`config.mk`:
```
export PLATFORM = sky130hd
export DESIGN_NAME = tile_id_to_tileset_rect
export DESIGN_NICKNAME = d
export VERILOG_FILES = /design/src/sv/tilerect_pkg.sv /design/src/sv/tile_id_to_tileset_rect.sv /design/src/sv/tilerect_sdiv.sv
export SDC_FILE = /design/constraint.sdc
export NUM_CORES = 1
export LEC_CHECK = 0
export BUFFER_PORTS_ARGS = -buffer_cell sky130_fd_sc_hd__buf_2
export CAP_MARGIN = 15
export CORE_MARGIN = 8
export CORE_UTILIZATION = 30
export DETAILED_ROUTE_END_ITERATION = 6
export PLACE_DENSITY_LB_ADDON = 0.15
export REMOVE_ABC_BUFFERS = 1
export SYNTH_ARGS = -nofsm -noshare
export SYNTH_HDL_FRONTEND = slang
export SYNTH_SLANG_ARGS = --single-unit
```
`constraint.sdc`:
```
create_clock -name aclk -period 17 [get_ports aclk]
set_input_delay 3.4 -clock aclk [delete_from_list [all_inputs] [get_ports aclk]]
set_output_delay 3.4 -clock aclk [all_outputs]
set_load 0.005 [all_outputs]
```
`src/sv/tilerect_pkg.sv`:
```
package tilerect_pkg;

    localparam int GID_W      = 16;
    localparam int ENTRY_W    = 16;
    localparam int TS_IDX_W   = 2;
    localparam int SRC_X_W    = 20;
    localparam int SRC_Y_W    = 24;
    localparam int DEST_W     = 24;
    localparam int LW_W       = 13;
    localparam int TSZ_W      = 9;
    localparam int SCL_W      = 5;
    localparam int CNT_W      = 3;
    localparam int CFG_IDX_W  = 3;
    localparam int CFG_DATA_W = 64;
    localparam int DIV_CNT_W  = 5;
    localparam int MUL_CNT_W  = 4;
    localparam int IN_DATA_W  = 16;
    localparam int OUT_DATA_W = 96;

    localparam logic [CFG_IDX_W-1:0] REG_LAYER_WIDTH   = 3'd0;
    localparam logic [CFG_IDX_W-1:0] REG_TILE_SIZE     = 3'd1;
    localparam logic [CFG_IDX_W-1:0] REG_DRAW_SCALE    = 3'd2;
    localparam logic [CFG_IDX_W-1:0] REG_TILESET_COUNT = 3'd3;
    localparam logic [CFG_IDX_W-1:0] REG_FIRST_IDS     = 3'd4;
    localparam logic [CFG_IDX_W-1:0] REG_COLUMNS       = 3'd5;

    localparam logic [TSZ_W-1:0]  TSZ_MAX    = 9'd256;
    localparam logic [TSZ_W-1:0]  TSZ_RESET  = 9'd16;
    localparam logic [SCL_W-1:0]  SCL_MAX    = 5'd16;
    localparam logic [DEST_W-1:0] SRC_X_MAX  = 24'd1048575;
    localparam logic [MUL_CNT_W-1:0] MUL_STEPS = 4'd9;
    localparam logic [DIV_CNT_W-1:0] DIV_STEPS = 5'd16;

    typedef enum logic [1:0] {
        ST_IDLE,
        ST_DIV,
        ST_MUL,
        ST_DONE
    } state_t;

    typedef struct packed {
        logic busy;
        logic done;
    } div_status_t;

endpackage

```
`src/sv/tile_id_to_tileset_rect.sv`:
```
// A nonzero id runs through the bit-serial divider, one quotient bit at a time, then
// the shift-add source multiply, one tile size bit at a time; no new id is taken until
// the result is loaded. A zero id only advances the cell position and yields no result.
// The output register lets the next id be accepted while a result waits on m_tready.
// Reset (aresetn low, synchronous): counters cleared, registers to defaults, no result held.
module tile_id_to_tileset_rect #(
    parameter int NUM_TILESETS  = 4,
    parameter int MAX_LAYER_DIM = 4096
) (
    input  logic                                   aclk,
    input  logic                                   aresetn,
    input  logic                                   s_tvalid,
    output logic                                   s_tready,
    input  logic [tilerect_pkg::IN_DATA_W-1:0]     s_tdata,  // tile_gid
    input  logic [0:0]                             s_tuser,  // layer_start
    output logic                                   m_tvalid,
    input  logic                                   m_tready,
    // tileset_index, source_x, source_y, dest_x, dest_y, zero pad
    output logic [tilerect_pkg::OUT_DATA_W-1:0]    m_tdata,
    output logic [0:0]                             m_tuser,  // unmapped
    input  logic                                   cfg_valid,
    output logic                                   cfg_ready,
    input  logic [tilerect_pkg::CFG_IDX_W-1:0]     cfg_index,
    input  logic [tilerect_pkg::CFG_DATA_W-1:0]    cfg_data
);

    localparam int CW   = $clog2(MAX_LAYER_DIM);
    localparam int TS_W = tilerect_pkg::ENTRY_W * NUM_TILESETS;
    localparam logic [tilerect_pkg::LW_W-1:0]  LW_MAX  = tilerect_pkg::LW_W'(MAX_LAYER_DIM);
    localparam logic [CW-1:0]                  ROW_MAX = CW'(MAX_LAYER_DIM - 1);
    localparam logic [tilerect_pkg::CNT_W-1:0] NUM_TS  = tilerect_pkg::CNT_W'(NUM_TILESETS);

    localparam int GW = tilerect_pkg::GID_W;
    localparam int DW = tilerect_pkg::DEST_W;
    localparam int TW = tilerect_pkg::TSZ_W;

    tilerect_pkg::state_t state_reg, state_next;

    logic [CW:0]                         width_reg;
    logic [TW-1:0]                       tsz_reg;
    logic [tilerect_pkg::SCL_W-1:0]      scl_reg;
    logic [tilerect_pkg::CNT_W-1:0]      tscount_reg;
    logic [TS_W-1:0]                     first_ids_reg;
    logic [TS_W-1:0]                     columns_reg;

    logic [CW-1:0]                       col_reg;
    logic [CW-1:0]                       row_reg;

    logic [CW-1:0]                       col_sh_reg;
    logic [CW-1:0]                       row_sh_reg;
    logic [DW-1:0]                       step_sh_reg;
    logic [DW-1:0]                       dx_reg;
    logic [DW-1:0]                       dy_reg;
    logic [DW-1:0]                       sx_reg;
    logic [DW-1:0]                       sy_reg;
    logic [TW-1:0]                       tsz_sh_reg;
    logic [tilerect_pkg::MUL_CNT_W-1:0]  mul_cnt_reg;
    logic                                found_reg;
    logic [tilerect_pkg::TS_IDX_W-1:0]   idx_reg;

    logic                                m_tvalid_reg;
    logic [tilerect_pkg::OUT_DATA_W-1:0] m_tdata_reg;
    logic                                m_unmapped_reg;

    logic                                in_xfer;
    logic                                item_start;
    logic                                out_free;
    logic                                out_load;

    logic [GW-1:0]                       gid;
    logic [CW-1:0]                       cur_col;
    logic [CW-1:0]                       cur_row;
    logic [CW:0]                         col_inc;
    logic                                found;
    logic [tilerect_pkg::TS_IDX_W-1:0]   best_idx;
    logic [GW-1:0]                       best_first;
    logic [GW-1:0]                       best_cols;
    logic [GW-1:0]                       entry_first;
    logic [GW-1:0]                       local_idx;
    logic [GW-1:0]                       div_cols;
    logic [13:0]                         step;
    logic [DW-1:0]                       sx_sat;

    logic [tilerect_pkg::LW_W-1:0]       cfg_lw;
    logic [TW-1:0]                       cfg_tsz;
    logic [tilerect_pkg::SCL_W-1:0]      cfg_scl;
    logic [tilerect_pkg::CNT_W-1:0]      cfg_cnt;

    tilerect_pkg::div_status_t           div_st;
    logic [GW-1:0]                       div_quo;
    logic [GW-1:0]                       div_rem;

    assign cfg_ready = 1'b1;
    assign gid       = s_tdata[GW-1:0];
    assign in_xfer   = s_tvalid && s_tready;
    assign item_start = in_xfer && (gid != '0);
    assign out_free  = !m_tvalid_reg || m_tready;

    // Next state and handshake
    always_comb begin
        state_next = state_reg;
        s_tready   = 1'b0;
        out_load   = 1'b0;
        case (state_reg)
            tilerect_pkg::ST_IDLE: begin
                s_tready = 1'b1;
                if (item_start) begin
                    state_next = tilerect_pkg::ST_DIV;
                end
            end
            tilerect_pkg::ST_DIV: begin
                if (div_st.done) begin
                    state_next = tilerect_pkg::ST_MUL;
                end
            end
            tilerect_pkg::ST_MUL: begin
                if (mul_cnt_reg == 1) begin
                    state_next = tilerect_pkg::ST_DONE;
                end
            end
            tilerect_pkg::ST_DONE: begin
                if (out_free) begin
                    out_load   = 1'b1;
                    state_next = tilerect_pkg::ST_IDLE;
                end
            end
            default: begin
                state_next = tilerect_pkg::ST_IDLE;
            end
        endcase
    end

    always_ff @(posedge aclk) begin
        if (!aresetn) begin
            state_reg <= tilerect_pkg::ST_IDLE;
        end else begin
            state_reg <= state_next;
        end
    end

    // Tileset selection and divider operands
    always_comb begin
        found      = 1'b0;
        best_idx   = '0;
        best_first = '0;
        best_cols  = '0;
        for (int i = 0; i < NUM_TILESETS; i++) begin
            entry_first = first_ids_reg[i*tilerect_pkg::ENTRY_W +: tilerect_pkg::ENTRY_W];
            if ((tilerect_pkg::CNT_W'(i) < tscount_reg) && (entry_first <= gid) &&
                (!found || (entry_first > best_first))) begin
                found      = 1'b1;
                best_idx   = tilerect_pkg::TS_IDX_W'(i);
                best_first = entry_first;
                best_cols  = columns_reg[i*tilerect_pkg::ENTRY_W +: tilerect_pkg::ENTRY_W];
            end
        end
        local_idx = found ? (gid - best_first) : '0;
        div_cols  = (!found || (best_cols == '0)) ? GW'(1) : best_cols;
    end

    assign step    = 14'(tsz_reg) * 14'(scl_reg);
    assign cur_col = s_tuser[0] ? '0 : col_reg;
    assign cur_row = s_tuser[0] ? '0 : row_reg;
    assign col_inc = {1'b0, cur_col} + 1'b1;

    // Configuration, scalar fields clamped on write
    assign cfg_lw  = cfg_data[tilerect_pkg::LW_W-1:0];
    assign cfg_tsz = cfg_data[TW-1:0];
    assign cfg_scl = cfg_data[tilerect_pkg::SCL_W-1:0];
    assign cfg_cnt = cfg_data[tilerect_pkg::CNT_W-1:0];

    always_ff @(posedge aclk) begin
        if (!aresetn) begin
            width_reg     <= (CW+1)'(1);
            tsz_reg       <= tilerect_pkg::TSZ_RESET;
            scl_reg       <= tilerect_pkg::SCL_W'(1);
            tscount_reg   <= tilerect_pkg::CNT_W'(1);
            first_ids_reg <= TS_W'(1);
            columns_reg   <= TS_W'(1);
        end else if (cfg_valid && cfg_ready) begin
            case (cfg_index)
                tilerect_pkg::REG_LAYER_WIDTH: begin
                    if (cfg_lw == '0) begin
                        width_reg <= (CW+1)'(1);
                    end else if (cfg_lw > LW_MAX) begin
                        width_reg <= (CW+1)'(LW_MAX);
                    end else begin
                        width_reg <= (CW+1)'(cfg_lw);
                    end
                end
                tilerect_pkg::REG_TILE_SIZE: begin
                    if (cfg_tsz == '0) begin
                        tsz_reg <= TW'(1);
                    end else if (cfg_tsz > tilerect_pkg::TSZ_MAX) begin
                        tsz_reg <= tilerect_pkg::TSZ_MAX;
                    end else begin
                        tsz_reg <= cfg_tsz;
                    end
                end
                tilerect_pkg::REG_DRAW_SCALE: begin
                    if (cfg_scl == '0) begin
                        scl_reg <= tilerect_pkg::SCL_W'(1);
                    end else if (cfg_scl > tilerect_pkg::SCL_MAX) begin
                        scl_reg <= tilerect_pkg::SCL_MAX;
                    end else begin
                        scl_reg <= cfg_scl;
                    end
                end
                tilerect_pkg::REG_TILESET_COUNT: begin
                    if (cfg_cnt == '0) begin
                        tscount_reg <= tilerect_pkg::CNT_W'(1);
                    end else if (cfg_cnt > NUM_TS) begin
                        tscount_reg <= NUM_TS;
                    end else begin
                        tscount_reg <= cfg_cnt;
                    end
                end
                tilerect_pkg::REG_FIRST_IDS: begin
                    first_ids_reg <= cfg_data[TS_W-1:0];
                end
                tilerect_pkg::REG_COLUMNS: begin
                    columns_reg <= cfg_data[TS_W-1:0];
                end
                default: begin
                end
            endcase
        end
    end

    // Cell position counters
    always_ff @(posedge aclk) begin
        if (!aresetn) begin
            col_reg <= '0;
            row_reg <= '0;
        end else if (in_xfer) begin
            if (col_inc >= width_reg) begin
                col_reg <= '0;
                row_reg <= (cur_row != ROW_MAX) ? cur_row + 1'b1 : cur_row;
            end else begin
                col_reg <= col_inc[CW-1:0];
                row_reg <= cur_row;
            end
        end
    end

    tilerect_sdiv u_sdiv (
        .aclk      (aclk),
        .aresetn   (aresetn),
        .start     (item_start),
        .dividend  (local_idx),
        .divisor   (div_cols),
        .status    (div_st),
        .quotient  (div_quo),
        .remainder (div_rem)
    );

    // Serial datapath: destination shift-add during divide, source shift-add after
    always_ff @(posedge aclk) begin
        if (item_start) begin
            col_sh_reg  <= cur_col;
            row_sh_reg  <= cur_row;
            step_sh_reg <= DW'(step);
            dx_reg      <= '0;
            dy_reg      <= '0;
            found_reg   <= found;
            idx_reg     <= best_idx;
        end else if (state_reg == tilerect_pkg::ST_DIV) begin
            col_sh_reg  <= col_sh_reg >> 1;
            row_sh_reg  <= row_sh_reg >> 1;
            step_sh_reg <= {step_sh_reg[DW-2:0], 1'b0};
            dx_reg      <= dx_reg + (col_sh_reg[0] ? step_sh_reg : '0);
            dy_reg      <= dy_reg + (row_sh_reg[0] ? step_sh_reg : '0);
        end
    end

    always_ff @(posedge aclk) begin
        if (!aresetn) begin
            mul_cnt_reg <= '0;
        end else if ((state_reg == tilerect_pkg::ST_DIV) && div_st.done) begin
            mul_cnt_reg <= tilerect_pkg::MUL_STEPS;
        end else if (state_reg == tilerect_pkg::ST_MUL) begin
            mul_cnt_reg <= mul_cnt_reg - 1'b1;
        end
    end

    always_ff @(posedge aclk) begin
        if ((state_reg == tilerect_pkg::ST_DIV) && div_st.done) begin
            tsz_sh_reg <= tsz_reg;
            sx_reg     <= '0;
            sy_reg     <= '0;
        end else if (state_reg == tilerect_pkg::ST_MUL) begin
            tsz_sh_reg <= {tsz_sh_reg[TW-2:0], 1'b0};
            sx_reg     <= {sx_reg[DW-2:0], 1'b0} + (tsz_sh_reg[TW-1] ? DW'(div_rem) : '0);
            sy_reg     <= {sy_reg[DW-2:0], 1'b0} + (tsz_sh_reg[TW-1] ? DW'(div_quo) : '0);
        end
    end

    assign sx_sat = (sx_reg > tilerect_pkg::SRC_X_MAX) ? tilerect_pkg::SRC_X_MAX : sx_reg;

    // Output register
    always_ff @(posedge aclk) begin
        if (!aresetn) begin
            m_tvalid_reg <= 1'b0;
        end else if (out_load) begin
            m_tvalid_reg <= 1'b1;
        end else if (m_tready) begin
            m_tvalid_reg <= 1'b0;
        end
    end

    always_ff @(posedge aclk) begin
        if (out_load) begin
            m_tdata_reg <= {2'b00, dy_reg, dx_reg, sy_reg,
                            sx_sat[tilerect_pkg::SRC_X_W-1:0], idx_reg};
            m_unmapped_reg <= !found_reg;
        end
    end

    assign m_tvalid   = m_tvalid_reg;
    assign m_tdata    = m_tdata_reg;
    assign m_tuser[0] = m_unmapped_reg;

    a_ready_only_idle: assert property (@(posedge aclk) disable iff (!aresetn)
        s_tready |-> !div_st.busy)
        else $error("input accepted while divider busy");

    a_start_to_div: assert property (@(posedge aclk) disable iff (!aresetn)
        item_start |=> (state_reg == tilerect_pkg::ST_DIV) && div_st.busy)
        else $error("nonzero id did not start the divider");

    a_done_in_div: assert property (@(posedge aclk) disable iff (!aresetn)
        div_st.done |-> (state_reg == tilerect_pkg::ST_DIV))
        else $error("divider finished outside divide phase");

    a_row_bound: assert property (@(posedge aclk) disable iff (!aresetn)
        in_xfer |=> (row_reg <= ROW_MAX))
        else $error("row counter beyond layer limit");

endmodule

```
`src/sv/tilerect_sdiv.sv`:
```
module tilerect_sdiv (
    input  logic                                aclk,
    input  logic                                aresetn,
    input  logic                                start,
    input  logic [tilerect_pkg::GID_W-1:0]      dividend,
    input  logic [tilerect_pkg::GID_W-1:0]      divisor,
    output tilerect_pkg::div_status_t           status,
    output logic [tilerect_pkg::GID_W-1:0]      quotient,
    output logic [tilerect_pkg::GID_W-1:0]      remainder
);

    logic [tilerect_pkg::DIV_CNT_W-1:0] cnt_reg;
    logic                               busy_reg;
    logic                               done_reg;
    logic [tilerect_pkg::GID_W-1:0]     dvd_reg;
    logic [tilerect_pkg::GID_W-1:0]     dvs_reg;
    logic [tilerect_pkg::GID_W-1:0]     rem_reg;
    logic [tilerect_pkg::GID_W-1:0]     quo_reg;
    logic [tilerect_pkg::GID_W:0]       trial;
    logic [tilerect_pkg::GID_W:0]       diff;
    logic                               qbit;

    always_comb begin
        trial = {rem_reg, dvd_reg[tilerect_pkg::GID_W-1]};
        diff  = trial - {1'b0, dvs_reg};
        qbit  = (trial >= {1'b0, dvs_reg});
    end

    always_ff @(posedge aclk) begin
        if (!aresetn) begin
            cnt_reg  <= '0;
            busy_reg <= 1'b0;
            done_reg <= 1'b0;
        end else begin
            done_reg <= 1'b0;
            if (start) begin
                cnt_reg  <= tilerect_pkg::DIV_STEPS;
                busy_reg <= 1'b1;
            end else if (busy_reg) begin
                cnt_reg <= cnt_reg - 1'b1;
                if (cnt_reg == 1) begin
                    busy_reg <= 1'b0;
                    done_reg <= 1'b1;
                end
            end
        end
    end

    always_ff @(posedge aclk) begin
        if (start) begin
            dvd_reg <= dividend;
            dvs_reg <= divisor;
            rem_reg <= '0;
            quo_reg <= '0;
        end else if (busy_reg) begin
            dvd_reg <= {dvd_reg[tilerect_pkg::GID_W-2:0], 1'b0};
            rem_reg <= qbit ? diff[tilerect_pkg::GID_W-1:0] : trial[tilerect_pkg::GID_W-1:0];
            quo_reg <= {quo_reg[tilerect_pkg::GID_W-2:0], qbit};
        end
    end

    assign status.busy = busy_reg;
    assign status.done = done_reg;
    assign quotient    = quo_reg;
    assign remainder   = rem_reg;

endmodule
```
# After elaboration in Yosys (flattened, before gate mapping)
# Index checks and enable logic that the tools add are counted.
# Widths: inputs -> output; s select.
[totals] ff_bits=511 input_bits=89 output_inout_bits=100
[op_classes] n_bitwise=2 n_addsub=10 reduce_logical=44 muxes=61 eq_ne=15 magnitude_cmp=18 n_mul=1
[op_table] cell="$mux 16" count=14
[op_table] cell="$mux 12" count=9
[op_table] cell="$le 16x16->1" count=4
[op_table] cell="$add 24x16->24" count=2
[op_table] cell="$add 24x24->24" count=2
[op_table] cell="$gt 16x16->1" count=3
[op_table] cell="$mux 24" count=2
[op_table] cell="$mux 9" count=4
[op_table] cell="$sub 16x16->16" count=2
[op_table] cell="$mux 14" count=2
[op_table] cell="$mux 13" count=2
[op_table] cell="$gt 24x20->1 const B" count=1
[op_table] cell="$mux 5" count=4
[op_table] cell="$ge 17x16->1" count=1
[op_table] cell="$logic_not 16->1" count=1
[op_table] cell="$reduce_bool 16->1" count=1
[op_table] cell="$mux 1" count=15
[op_table] cell="$mul 9x5->14" count=1
[op_table] cell="$add 12x1->13 const B" count=1
[op_table] cell="$ge 13x13->1" count=1
[op_table] cell="$gt 13x13->1 const B" count=1
[op_table] cell="$logic_not 13->1" count=1
[op_table] cell="$add 12x1->12 const B" count=1
[op_table] cell="$ne 12x12->1 const B" count=1
[op_table] cell="33 further kinds" count=75

# Longest topological paths before layout
[depth] depth_word=18 depth_mapped=55

# Hierarchy
# Synthesis repeated with hierarchy kept, for this count alone.
[unflattened] hier_cells=3392 hier_area_um2=30252.8
[by_module_without_submodules] module="tile_id_to_tileset_rect" seq_area_each_um2=10259.8 instances=1 cells_each=3034 area_each_um2=26556.7
[by_module_without_submodules] module="tilerect_sdiv" seq_area_each_um2=1741.7 instances=1 cells_each=358 area_each_um2=3696.0

# Worst setup path after synthesis
# No wires, ideal clock.
[synth_timing] path_type="input port to flip-flop" from="input port s_tdata[15] in the netlist's numbering" to="register u_sdiv.dvd_reg[14] in the netlist's numbering (data pin)" t_required_ps=16732 path_stages=54 setup_ps=268 path_buffers=9 path_slack_ps=3215 t_arrival_ps=13517 cell_sequence="inv_1 -> ha_1 -> nand4_1 -> or2_1 -> nor4_1 -> a22oi_1 -> nand2_1 -> clkbuf_1 -> nand2_1 -> ha_1 -> nand4_1 -> or4_1 -> a21oi_1 -> or4_1 -> a22oi_2 -> nor2_2 -> buf_2 -> buf_2 -> [... 18 more ...] -> a211oi_1 -> a211oi_1 -> a31o_2 -> clkbuf_1 -> clkbuf_1 -> clkbuf_1 -> o21a_1 -> ha_1 -> a21o_1 -> a21o_1 -> a21o_1 -> a21o_1 -> a21oi_1 -> o21ai_0 -> o41ai_1 -> o21ai_0 -> xnor2_1 -> o31ai_1"
[synth_via] elab_chain_len=18 word_cells_on_any_way=33
[synth_lines] item="start: declaration" line="tile_id_to_tileset_rect.sv:14" source="input logic [tilerect_pkg::IN_DATA_W-1:0] s_tdata,"
[synth_lines] item="$le 16x16->1" line="tile_id_to_tileset_rect.sv:149" source="if ((tilerect_pkg::CNT_W'(i) < tscount_reg) && (entry_first <= gid) &&"
[synth_lines] item="$logic_and 1x1->1" line="tile_id_to_tileset_rect.sv:149"
[synth_lines] item="$mux 16 / $mux 1 (equally long branches)" line="tile_id_to_tileset_rect.sv:149"
[synth_lines] item="$gt 16x16->1 / $logic_not 1->1 (equally long branches)" line="tile_id_to_tileset_rect.sv:150" source="(!found || (entry_first > best_first))) begin"
[synth_lines] item="$logic_or 1x1->1" line="tile_id_to_tileset_rect.sv:150"
[synth_lines] item="$logic_and 1x1->1" line="tile_id_to_tileset_rect.sv:149"
[synth_lines] item="$mux 16 / $mux 1 (equally long branches)" line="tile_id_to_tileset_rect.sv:149"
[synth_lines] item="$gt 16x16->1 / $logic_not 1->1 (equally long branches)" line="tile_id_to_tileset_rect.sv:150"
[synth_lines] item="[... 2 more ...]"
[synth_lines] item="$mux 16 / $mux 1 (equally long branches)" line="tile_id_to_tileset_rect.sv:149"
[synth_lines] item="$gt 16x16->1 / $logic_not 1->1 (equally long branches)" line="tile_id_to_tileset_rect.sv:150"
[synth_lines] item="$logic_or 1x1->1" line="tile_id_to_tileset_rect.sv:150"
[synth_lines] item="$logic_and 1x1->1" line="tile_id_to_tileset_rect.sv:149"
[synth_lines] item="$mux 16" line="tile_id_to_tileset_rect.sv:149"
[synth_lines] item="$sub 16x16->16" line="tile_id_to_tileset_rect.sv:157" source="local_idx = found ? (gid - best_first) : '0;"
[synth_lines] item="$mux 16" line="tile_id_to_tileset_rect.sv:157"
[synth_lines] item="$mux 16 (*)" line="tilerect_sdiv.sv:50" source="if (start) begin"
[synth_lines] item="end signal: assignment" line="tilerect_sdiv.sv:51" source="dvd_reg <= dividend;"
[synth_lines] item="end signal: assignment" line="tilerect_sdiv.sv:56" source="dvd_reg <= {dvd_reg[tilerect_pkg::GID_W-2:0], 1'b0};"
[synth_lines] item="end: declaration" line="tilerect_sdiv.sv:15" source="logic [tilerect_pkg::GID_W-1:0] dvd_reg;"
# Mark *: on every way between the ends. The rest lies on a longest branch, timed or not.
# A chain may end at the register's enable or synchronous reset.

# Worst setup path after layout
# Ends and elaborated chain as after synthesis.

==> impl_metrics.py <==
metrics = {
    "finish": {
        "nFillCells": 10327,
        "final_util_pct": 34.67,
        "largest_reg_flops": 94,
        "mostFrequentLayoutCells": "nand2_1 (602), dfxtp_1 (333), ha_1 (262)",
        "fin_cells": 4800,
        "ff_latch_area_um2": 12000,
        "finish.instance_area_um2": 34070,
        "drive_gt1_share_pct": 9.946,
        "multi_input_area_um2": 16650,
        "syn_to_final_growth_pct": 14.51,
        "final_common_cell": "nand2_1",
        "fin_nets": 3836,
    },
    "routing": {
        "via_per_inst": 4.843,
        "routedWlPerCell_um": 18.08,
        "drt-initial-drc-count": 1252,
        "drc": 0,
        "ant_nets": 0,
        "vias": 23247,
        "first_pass_iters": 7,
        "drt-total-wl_um": 86760,
    },
    "logic_synthesis": {
        "synth_area_per_cell_um2": 8.934,
        "synth_seq_cells": 511,
        "yosysSeqAreaShare_pct": 40.34,
        "postSynthCellCount": 3330,
        "yosysWarnings": 0,
        "netlist_area_um2": 29750,
        "async_flop_share_pct": 0,
        "synth.distinct_cells": 76,
        "synth_ff_type": "dfxtp_1",
        "synth_edf_count": 177,
    },
    "critical_path": {
        "path_max_fanout": 33,
        "rr_worst_depth": 45,
        "r2r_slack_ns": 4.71,
        "crit_top_cell": "a21oi_1",
        "required_ns": 17.44,
        "critPathSlowestCell": "or2_1",
        "rr_endpoint": "u_sdiv.dvd_reg[14]",
        "cp-start-kind": "input port",
        "max_stage_delay_ns": 0.85,
        "worstSetupPathType": "input port to flip-flop",
        "worstPathArrival_ns": 15.24,
        "endpoint_kind": "flip-flop",
        "timing.rr.start": "first_ids_reg[15]",
    },
    "die": {
        "dieArea_um2": 109500,
        "start_util_pct": 30.27,
        "fp-row-count": 115,
        "pin_count": 189,
        "fp.dieW_um": 330.9,
        "core_area_um2": 98280,
        "chipHeight_um": 330.9,
    },
    "cts": {
        "clk_latency_ns": 0.62,
        "cts-buffers-inserted": 66,
        "cts_resized": 0,
        "clk_pin_slew_worst_paths_ns": 0.06,
        "cts_htree_levels": 3,
        "cts_hold_buffers": 0,
        "postCtsSetupRepairBufs": 0,
        "clock_sinks": 511,
        "tritoncts": "built",
        "clockRootBuffer": "clkbuf_16",
        "clock_path_buffers": 3,
    },
    "placed_design": {
        "placedCellCount": 4675,
        "postPlaceCellArea_um2": 31930,
        "place.gp.congestion": 0.8825,
        "hpwl_um": 63790,
        "port-buffer-count": 185,
    },
    "power_and_ir_drop": {
        "power.switching_mw": 1.454,
        "comb_power_share_pct": 28.2,
        "power.switching_fraction_pct": 33.71,
        "seqPwrFrac_pct": 39.8,
        "cellLeakagePower_nw": 14.02,
        "peakVddDrop_v": 0.00005725,
        "clkPwrFrac_pct": 32.1,
        "power_density_nw_per_um2": 126.7,
        "p_int_mw": 2.861,
    },
    "min_path": {
        "min-delay-start": "idx_reg[1]",
        "hold-path-endpoint": "m_tdata[1]",
        "hold_depth": 0,
        "min_path_type": "flip-flop to flip-flop",
    },
    "timing": {
        "worst_pin_slew_ns": 1.099,
        "fin_setup_tns_ns": 0,
        "setup_viol_count_final": 0,
        "max_freq_mhz": 67.57,
        "relSlewSlack_pct": 26.58,
        "hold_violations": 0,
        "rsz0062_at_grt": "no",
        "fin_skew_ns": 0.03308,
        "timing.hold.ws_ns": 0.4307,
        "layout_min_cycle_time_ns": 14.80,
        "report.final.slew_viol_count": 0,
        "fin_crit_sh_pct": 87.06,
    },
    "global_route": {
        "grt_usage_pct": 15.65,
        "grt_max_degree": 101,
        "grt_pass1_vias": 22872,
        "grt_pass1_wl_um": 135300,
        "antenna_found_initial": 8,
        "grt_overflow_total": 0,
    },
    "flow_run": {
        "maxCapViolCount": 0,
    },
    "run_status": {
        "status": "finished clean",
    },
}
==> worst max-delay path by stage <==
stage	cells past startpoint	to	slack (ns)	startpoint
2_1_floorplan	46	u_sdiv.dvd_reg[14]	2.76	s_tdata[15]
3_3_place_gp	48	u_sdiv.dvd_reg[14]	2.00	s_tdata[15]
3_5_place_dp	48	u_sdiv.dvd_reg[14]	1.71	s_tdata[5]
4_1_cts	48	u_sdiv.dvd_reg[14]	2.34	s_tdata[5]
5_1_grt	48	u_sdiv.dvd_reg[14]	0.92	s_tdata[15]
6_report	48	u_sdiv.dvd_reg[14]	2.20	s_tdata[15]
==> synth_stat cells (13+ instances only) <==
| cell type | count | area [µm²] |
|---|---|---|
| o21a_1 | 27 | 202.7 |
| nor3b_1 | 20 | 150.1 |
| a21o_1 | 58 | 435.4 |
| fa_1 | 27 | 540.5 |
| nand2_1 | 602 | 2260 |
| nor4_1 | 14 | 87.58 |
| nand3b_1 | 15 | 112.6 |
| a22o_1 | 13 | 113.9 |
| a21boi_0 | 139 | 1044 |
| o31ai_1 | 25 | 187.7 |
| nand4_1 | 32 | 200.2 |
| nand2b_1 | 42 | 262.8 |
| dfxtp_1 | 334 | 6686 |
| xnor2_1 | 82 | 718.2 |
| edfxtp_1 | 177 | 5315 |
| mux2i_1 | 89 | 890.9 |
| ha_1 | 264 | 3303 |
| nor3_1 | 41 | 205.2 |
| a211oi_1 | 22 | 165.2 |
| and2_1 | 109 | 681.9 |
| o21ai_0 | 139 | 695.7 |
| and3_1 | 23 | 143.9 |
| clkbuf_1 | 133 | 499.2 |
| xor2_1 | 44 | 385.4 |
| inv_1 | 138 | 518.0 |
| nand3_1 | 65 | 325.3 |
| a31oi_1 | 13 | 81.33 |
| nor2_1 | 203 | 762.0 |
| a21oi_1 | 200 | 1001 |
| nor2b_1 | 65 | 406.6 |
==> logic make-up (layout without fill, tap and decap cells) <==
family                   Yosys count  after routing  share of synthesized area [%]
AND/OR/NAND/NOR                 1276           1276                          19.91
AO/OA/AOI/OAI                    738            738                          16.12
flip-flops                       511            511                          40.34
buffers and inverters            295            473                          3.899
adder cells (fa/ha/maj)          291            291                          12.92
XOR/XNOR                         126            126                          3.709
multiplexers                      91             91                          3.070
other                              2              7                        0.02524
==> per-stage QoR <==
step	setup WS (ns)	total power [mW]
floorplan	2.760	2.590
global placement	2.000	2.976
detailed placement	1.712	2.979
CTS	2.340	4.399
global route	0.9169	4.610
finish	2.200	4.315
==> cell type report <==
type	instances	share of cell area (%)
Multi-Input combinational cell	2525	48.88
Sequential cell	511	35.23
Inverter	139	1.539
Tap cell	1287	4.727
Clock inverter	29	0.8190
Timing Repair Buffer	213	3.342
Antenna cell	4	0.02938
Clock buffer	92	5.432
==> per-layer routing <==
| metal | up-vias | share of wire, % | GRT usage (%) |
|---|---|---|---|
| met1 | 10856 | 49 | 21.27 |
| met2 | 387 | 45 | 25.43 |
| met3 | 103 | 4.3 | 2.715 |
| met5 | - | 0.031 | 0 |
| li1 | 11897 | - | - |
| met4 | 4 | 2.3 | 4.475 |
==> worst max-delay path, delay by kind of cell <==
family / cells / cell delay [ns]
AO/OA/AOI/OAI: 25 / 5.08
XOR/XNOR: 1 / 0.15
adder cells (fa/ha/maj): 5 / 1.76
AND/OR/NAND/NOR: 14 / 4.22
buffers and inverters: 3 / 0.58
==> power groups by stage <==
stage	sequential (mW)	combinational (mW)	clock (mW)
CTS	1.72	1.24	1.44
detailed placement	1.75	1.23	0
finish	1.72	1.21	1.38
floorplan	1.69	0.903	0
global placement	1.75	1.23	0
global route	1.75	1.38	1.48
Note: power is estimated with default switching activity, not from simulation.
